===== src/rtl/core/cktab_pkg.sv =====
`timescale 1ns / 1ps
// shared types, constants and helpers of the compacting key table
package cktab_pkg;

  localparam int DEPTH      = 16;
  localparam int VALUE_BITS = 32;
  localparam int KEY_BITS   = 32;
  localparam int OP_BITS    = 2;
  localparam int ST_BITS    = 2;
  localparam int IDX_BITS   = $clog2(DEPTH);
  localparam int CNT_BITS   = $clog2(DEPTH + 1);

  localparam logic [OP_BITS-1:0] OP_SEARCH = 2'd0;
  localparam logic [OP_BITS-1:0] OP_INSERT = 2'd1;
  localparam logic [OP_BITS-1:0] OP_DELETE = 2'd2;

  localparam logic [ST_BITS-1:0] ST_DONE    = 2'd0;
  localparam logic [ST_BITS-1:0] ST_MISSING = 2'd1;
  localparam logic [ST_BITS-1:0] ST_FULL    = 2'd2;

  typedef struct packed {
    logic [OP_BITS-1:0]         operation;
    logic signed [KEY_BITS-1:0] key;
  } req_t;

  typedef struct packed {
    logic [ST_BITS-1:0]  status;
    logic [IDX_BITS-1:0] position;
    logic [CNT_BITS-1:0] entry_count;
  } rsp_t;

  // broadcast from the control to every cell of the chain
  typedef struct packed {
    logic                  shift;
    logic                  write;
    logic [CNT_BITS-1:0]   count;
    logic [VALUE_BITS-1:0] key;
  } cmd_t;

  // sign-extend the key, then keep the low VALUE_BITS bits
  function automatic logic [VALUE_BITS-1:0] key_word(input logic signed [KEY_BITS-1:0] k);
    logic signed [63:0] ext;
    ext = 64'(k);
    return ext[VALUE_BITS-1:0];
  endfunction

endpackage


===== src/rtl/core/cktab_cell.sv =====
`timescale 1ns / 1ps
// one storage cell of the key chain: holds a word, compares, shifts down
module cktab_cell (
  input  logic                                clk,
  input  cktab_pkg::cmd_t                     cmd,
  input  logic [cktab_pkg::IDX_BITS-1:0]      index,
  input  logic [cktab_pkg::VALUE_BITS-1:0]    right_word,
  input  logic                                hit_in,
  output logic                                hit_out,
  output logic [cktab_pkg::VALUE_BITS-1:0]    word
);

  logic occupied;
  logic at_tail;

  assign at_tail  = ({1'b0, index} == cmd.count);
  assign occupied = ({1'b0, index} < cmd.count);
  assign hit_out  = hit_in | (occupied && (word == cmd.key));

  // on delete, every cell at or above the first match takes its neighbor's word
  always_ff @(posedge clk) begin
    if (cmd.shift && hit_out) begin
      word <= right_word;
    end else if (cmd.write && at_tail) begin
      word <= cmd.key;
    end
  end

endmodule


===== src/rtl/core/compacting_key_table_top.sv =====
`timescale 1ns / 1ps
// top level of the compacting key table: cell chain, count and result register
//
//   channel | valid     | stall     | payload
//   --------+-----------+-----------+---------------------------------------
//   request | req_valid | req_stall | req: operation, key
//   result  | rsp_valid | rsp_stall | rsp: status, position, entry_count
//
// one request completes in the cycle it is accepted; its result is registered
// and shown the next cycle, so a new request can be taken every unstalled cycle
// the path that sets the clock is the key compare in every cell followed by
// the first-match chain that ripples through all DEPTH cells
// rst (synchronous) empties the table by clearing the count; stored words keep
// their old contents and are never read before they are written again
// a request is held off only while a result waits and the result side stalls
module compacting_key_table_top (
  input  logic            clk,
  input  logic            rst,
  input  logic            req_valid,
  output logic            req_stall,
  input  cktab_pkg::req_t req,
  output logic            rsp_valid,
  input  logic            rsp_stall,
  output cktab_pkg::rsp_t rsp
);

  logic [cktab_pkg::CNT_BITS-1:0] count;
  logic [cktab_pkg::CNT_BITS-1:0] count_next;
  cktab_pkg::rsp_t                rsp_next;
  cktab_pkg::cmd_t                cmd;

  logic                               accept;
  logic                               is_insert;
  logic                               is_delete;
  logic                               full;
  logic                               found;
  logic [cktab_pkg::IDX_BITS-1:0]     hit_pos;
  logic [cktab_pkg::DEPTH:0]          hit;
  logic [cktab_pkg::VALUE_BITS-1:0]   words [cktab_pkg::DEPTH];

  // accept unless a finished result is still waiting to be taken
  assign req_stall = rsp_valid && rsp_stall;
  assign accept    = req_valid && !req_stall;

  assign is_insert = (req.operation == cktab_pkg::OP_INSERT);
  assign is_delete = (req.operation == cktab_pkg::OP_DELETE);
  assign full      = (count == cktab_pkg::CNT_BITS'(cktab_pkg::DEPTH));

  // broadcast to the cells; on insert only the cell at the tail position writes
  assign cmd.shift = accept && is_delete;
  assign cmd.write = accept && is_insert;
  assign cmd.count = count;
  assign cmd.key   = cktab_pkg::key_word(req.key);

  // match chain starts clear at cell 0
  assign hit[0] = 1'b0;

  for (genvar i = 0; i < cktab_pkg::DEPTH; i++) begin : g_cell
    logic [cktab_pkg::VALUE_BITS-1:0] right_word;

    if (i == cktab_pkg::DEPTH - 1) begin : g_last
      assign right_word = words[i];
    end else begin : g_mid
      assign right_word = words[i+1];
    end

    cktab_cell u_cell (
      .clk        (clk),
      .cmd        (cmd),
      .index      (cktab_pkg::IDX_BITS'(i)),
      .right_word (right_word),
      .hit_in     (hit[i]),
      .hit_out    (hit[i+1]),
      .word       (words[i])
    );
  end

  assign found = hit[cktab_pkg::DEPTH];

  // the first match is where the chain turns on; only one cell sees that edge
  always_comb begin
    hit_pos = '0;
    for (int i = 0; i < cktab_pkg::DEPTH; i++) begin
      if (hit[i+1] && !hit[i]) begin
        hit_pos = hit_pos | cktab_pkg::IDX_BITS'(i);
      end
    end
  end

  // result and new count; unused operation code behaves as search
  always_comb begin
    rsp_next.status      = cktab_pkg::ST_DONE;
    rsp_next.position    = '0;
    count_next           = count;
    if (is_insert) begin
      if (full) begin
        rsp_next.status = cktab_pkg::ST_FULL;
      end else begin
        rsp_next.position = count[cktab_pkg::IDX_BITS-1:0];
        count_next        = count + 1'b1;
      end
    end else if (is_delete) begin
      if (found) begin
        rsp_next.position = hit_pos;
        count_next        = count - 1'b1;
      end else begin
        rsp_next.status = cktab_pkg::ST_MISSING;
      end
    end else begin
      if (found) begin
        rsp_next.position = hit_pos;
      end else begin
        rsp_next.status = cktab_pkg::ST_MISSING;
      end
    end
    rsp_next.entry_count = count_next;
  end

  // control state
  always_ff @(posedge clk) begin
    if (rst) begin
      count     <= '0;
      rsp_valid <= 1'b0;
    end else begin
      if (accept) begin
        count     <= count_next;
        rsp_valid <= 1'b1;
      end else if (!rsp_stall) begin
        rsp_valid <= 1'b0;
      end
    end
  end

  // result payload, held while stalled
  always_ff @(posedge clk) begin
    if (accept) begin
      rsp <= rsp_next;
    end
  end

endmodule


===== config.mk =====
export PLATFORM = sky130hd
export DESIGN_NAME = compacting_key_table_top
export DESIGN_NICKNAME = d
export VERILOG_FILES = /design/src/rtl/core/cktab_pkg.sv /design/src/rtl/core/cktab_cell.sv /design/src/rtl/core/compacting_key_table_top.sv
export SDC_FILE = /design/constraint.sdc
export NUM_CORES = 1
export LEC_CHECK = 0
export BUFFER_PORTS_ARGS = -buffer_cell sky130_fd_sc_hd__buf_2
export CAP_MARGIN = 20
export CORE_MARGIN = 8
export CORE_UTILIZATION = 24
export CTS_CLUSTER_SIZE = 12
export DETAILED_ROUTE_END_ITERATION = 8
export GPL_TIMING_DRIVEN = 0
export MAX_ROUTING_LAYER = met4
export PLACE_DENSITY_LB_ADDON = 0.3
export SYNTH_ARGS = -nofsm -noshare
export SYNTH_HDL_FRONTEND = slang
export SYNTH_SLANG_ARGS = --single-unit

===== constraint.sdc =====
create_clock -name clk -period 6.08 [get_ports clk]
set_input_delay 1.216 -clock clk [delete_from_list [all_inputs] [get_ports clk]]
set_output_delay 1.216 -clock clk [all_outputs]
set_load 0.1 [all_outputs]

==> impl_metrics.env <==
export IMPL_status="finished, final reports clean"
export IMPL_synth_async_reset_ratio_pct=0
export IMPL_fin_crit_ps=5990
export IMPL_cp_end_kind="register"
export IMPL_syn_area_per_cell_um2=12.99
export IMPL_synth_edff_count=523
export IMPL_maxCapViolCount=0
export IMPL_die_area_um2=139400
export IMPL_worstHoldPathCells=1
export IMPL_fp_coreArea_um2=127200
export IMPL_grt_pass1_vias=19487
export IMPL_yosys_warnings=0
export IMPL_vdd_drop_max_v=0.0001758
export IMPL_n_fill_cell=13130
export IMPL_fin_crit_sh_pct=98.52
export IMPL_port_buffers=49
export IMPL_start_util_pct=24.09
export IMPL_final_area_um2=35390
export IMPL_maxSlewViolCount=0
export IMPL_dp_slack_ps=-360.3
export IMPL_leakagePower_uw=0.01149
export IMPL_rsz0062_at_grt="no"
export IMPL_post_cts_buffers=0
export IMPL_slew_limit_headroom_pct=25.79
export IMPL_setup_viol_count_final=0
export IMPL_avgViaCountPerCell=4.721
export IMPL_synth_cells=2358
export IMPL_hold_path_class="reg -> reg"
export IMPL_cts_root_buf="clkbuf_16"
export IMPL_cts_max_path_buffers=3
export IMPL_antenna_found_initial=7
export IMPL_cts_tree="yes"
export IMPL_fin_worst_skew_ps=35.37
export IMPL_seq_area_um2=15830
export IMPL_setup_tns_ps=0
export IMPL_grt_use_total_pct=17.35
export IMPL_pin_count=51
export IMPL_row_count=131
export IMPL_p_total_uw=8802
export IMPL_vias=19824
export IMPL_critPathLaunchType="input port"
export IMPL_fin_nets=2534
export IMPL_syn_area_um2=30640
export IMPL_final_instance_count_excl_fill=4199
export IMPL_critPathMaxFanout=32
export IMPL_clkLatencyLatePin_ps=620
export IMPL_numCtsBuffers=67
export IMPL_ys_seq_area_share_pct=51.65
export IMPL_die_w_um=373.3
export IMPL_synth_area_leader_cell="edfxtp_1"
export IMPL_crit_type="in -> reg"
export IMPL_drt_total_wl_mm=122.5
export IMPL_synth_cell_type_count=72
export IMPL_cp_required_ps=6300
export IMPL_dr_pass1_iters=6
export IMPL_multi_input_area_um2=13860
export IMPL_setup_ws_ps=89.72
export IMPL_synth_top_area_share_pct=51.26
export IMPL_place_detailed_instances=4083
export IMPL_rr_worst_depth=12
export IMPL_gp_congestion=1.012
export IMPL_synth_most_common_cell="edfxtp_1"
export IMPL_netlist_top_cells_area="edfxtp_1 (51%), mux2_2 (16%), xor2_1 (11%)"
export IMPL_holdBufCountCts=0
export IMPL_final_layout_size_suffix_gt1_share_pct=29.68
export IMPL_post_route_drc_count=0
export IMPL_synthTopCellsByCount="edfxtp_1 (523), mux2_2 (440), xor2_1 (371)"
export IMPL_first_iter_violations=2078
export IMPL_wl_per_cell_um=29.18
export IMPL_grt_pass1_wl_mm=163.6
export IMPL_path_clk_slew_ps=60
export IMPL_synthFlopType="edfxtp_1"
export IMPL_max_freq_mhz=166.9
export IMPL_cts_resized=0
export IMPL_tightest_slew_ps=1113
export IMPL_detail_route_antenna_nets=0
export IMPL_dp_hpwl_mm=103.5
export IMPL_cts_max_level=3
export IMPL_die_h_um=373.3
export IMPL_synthesis_nets=2402
export IMPL_area_delta_synth_final_pct=15.48
export IMPL_placed_area_um2=33330
export IMPL_grt_max_degree=33
export IMPL_ys_ff_latch=529
export IMPL_clock_sinks=529
export IMPL_finalHoldViolations=0
export IMPL_critPathArrivalTime_ps=6210
export IMPL_gr_total_overflow=0
export IMPL_p_per_area_nw_per_um2=248.7
==> cells in the final DEF, fill, tap and decap left out, drive strengths merged, types with 4 or more instances in the layout <==
cell / netlist / routed
nand4b: 10 / 10
nor2: 78 / 78
xor2: 371 / 371
and2: 4 / 4
bufinv: 0 / 5
a21oi: 15 / 15
or4: 14 / 14
and3: 8 / 8
nor3: 32 / 32
and4: 4 / 4
clkbuf: 75 / 156
o22ai: 4 / 4
a2111oi: 4 / 4
nor2b: 7 / 7
clkinv: 0 / 24
nand2b: 12 / 12
nor4: 162 / 162
dfxtp: 6 / 6
o21ai: 22 / 22
nand3: 55 / 55
a21o: 4 / 4
edfxtp: 523 / 523
inv: 9 / 12
ha: 6 / 6
buf: 114 / 177
xnor2: 142 / 142
nor4b: 10 / 10
mux2: 475 / 475
nand4: 73 / 73
nand2: 66 / 66
o2111ai: 4 / 4
==> final cells by class <==
| type | instances | area share (%) |
|---|---|---|
| diodes | 3 | 0.02122 |
| well taps | 1662 | 5.877 |
| multi-input cells | 1631 | 39.18 |
| inverters | 9 | 0.09547 |
| clock inverters | 32 | 0.7850 |
| plain buffers | 189 | 2.730 |
| repair buffers | 63 | 1.581 |
| clock buffers | 81 | 5.007 |
| flip-flops and latches | 529 | 44.72 |
==> worst paths after layout <==
check | slack, ps | start | endpoint
max | 90 | req[3] | g_cell[11].u_cell.word[7]$_DFFE_PP_
min | 580 | g_cell[9].u_cell.word[23]$_DFFE_PP_ | g_cell[8].u_cell.word[23]$_DFFE_PP_
max reg2reg | 880 | count[1]$_SDFFE_PP0P_ | g_cell[11].u_cell.word[7]$_DFFE_PP_
min reg2reg | 580 | g_cell[9].u_cell.word[23]$_DFFE_PP_ | g_cell[8].u_cell.word[23]$_DFFE_PP_
==> sequential cells by signal (all words and copies together), names as in the netlist <==
register,flops
g_cell.u_cell.word,512
rsp_valid,1
count,5
rsp,11
==> logic make-up after synthesis <==
logic type	count (synthesis)	share of synthesized area (%)
buffers and inverters	198	3.259
multiplexers	477	17.83
AND/OR/NAND/NOR	558	10.47
flip-flops	529	51.65
AO/OA/AOI/OAI	77	1.883
XOR/XNOR	513	14.66
adder cells (fa/ha/maj)	6	0.2450
==> worst max-delay path: stages <==
cell and delay, ps:
buf_2 90, clkbuf_1 620, buf_4 390, buf_2 440, xnor2_1 450, nand3_1 380
nor3_1 260, nand4_1 340, and2_1 370, nand4_2 230, nor2_2 150, nor2_4 230
buf_2 300, a31o_2 700
==> where the power goes <==
part	switching [uW]	total, uW	internal, uW
Clock	1610	3880	2270
Combinational	623	897	274
Sequential	5.66	4030	4020
Total	2230	8800	6570
==> stage by stage <==
| step | util [%] | hold WS [ps] |
|---|---|---|
| CTS | 27.81 | 577.8 |
| detailed placement | 26.20 | 571.0 |
| finish | 27.82 | 582.3 |
| floorplan | - | 540.2 |
| global route | 27.81 | 604.3 |
| global placement | 25.92 | 566.8 |
==> per-layer routing <==
layer | track usage [%] | part of all wire [%] | up-vias
li1 | - | - | 9142
met1 | 22.01 | 43 | 9775
met2 | 28.60 | 48 | 715
met3 | 1.568 | 4.4 | 192
met4 | 6.919 | 4.6 | 0
met5 | - | 0 | -
Note: power is estimated with default switching activity, not from simulation.
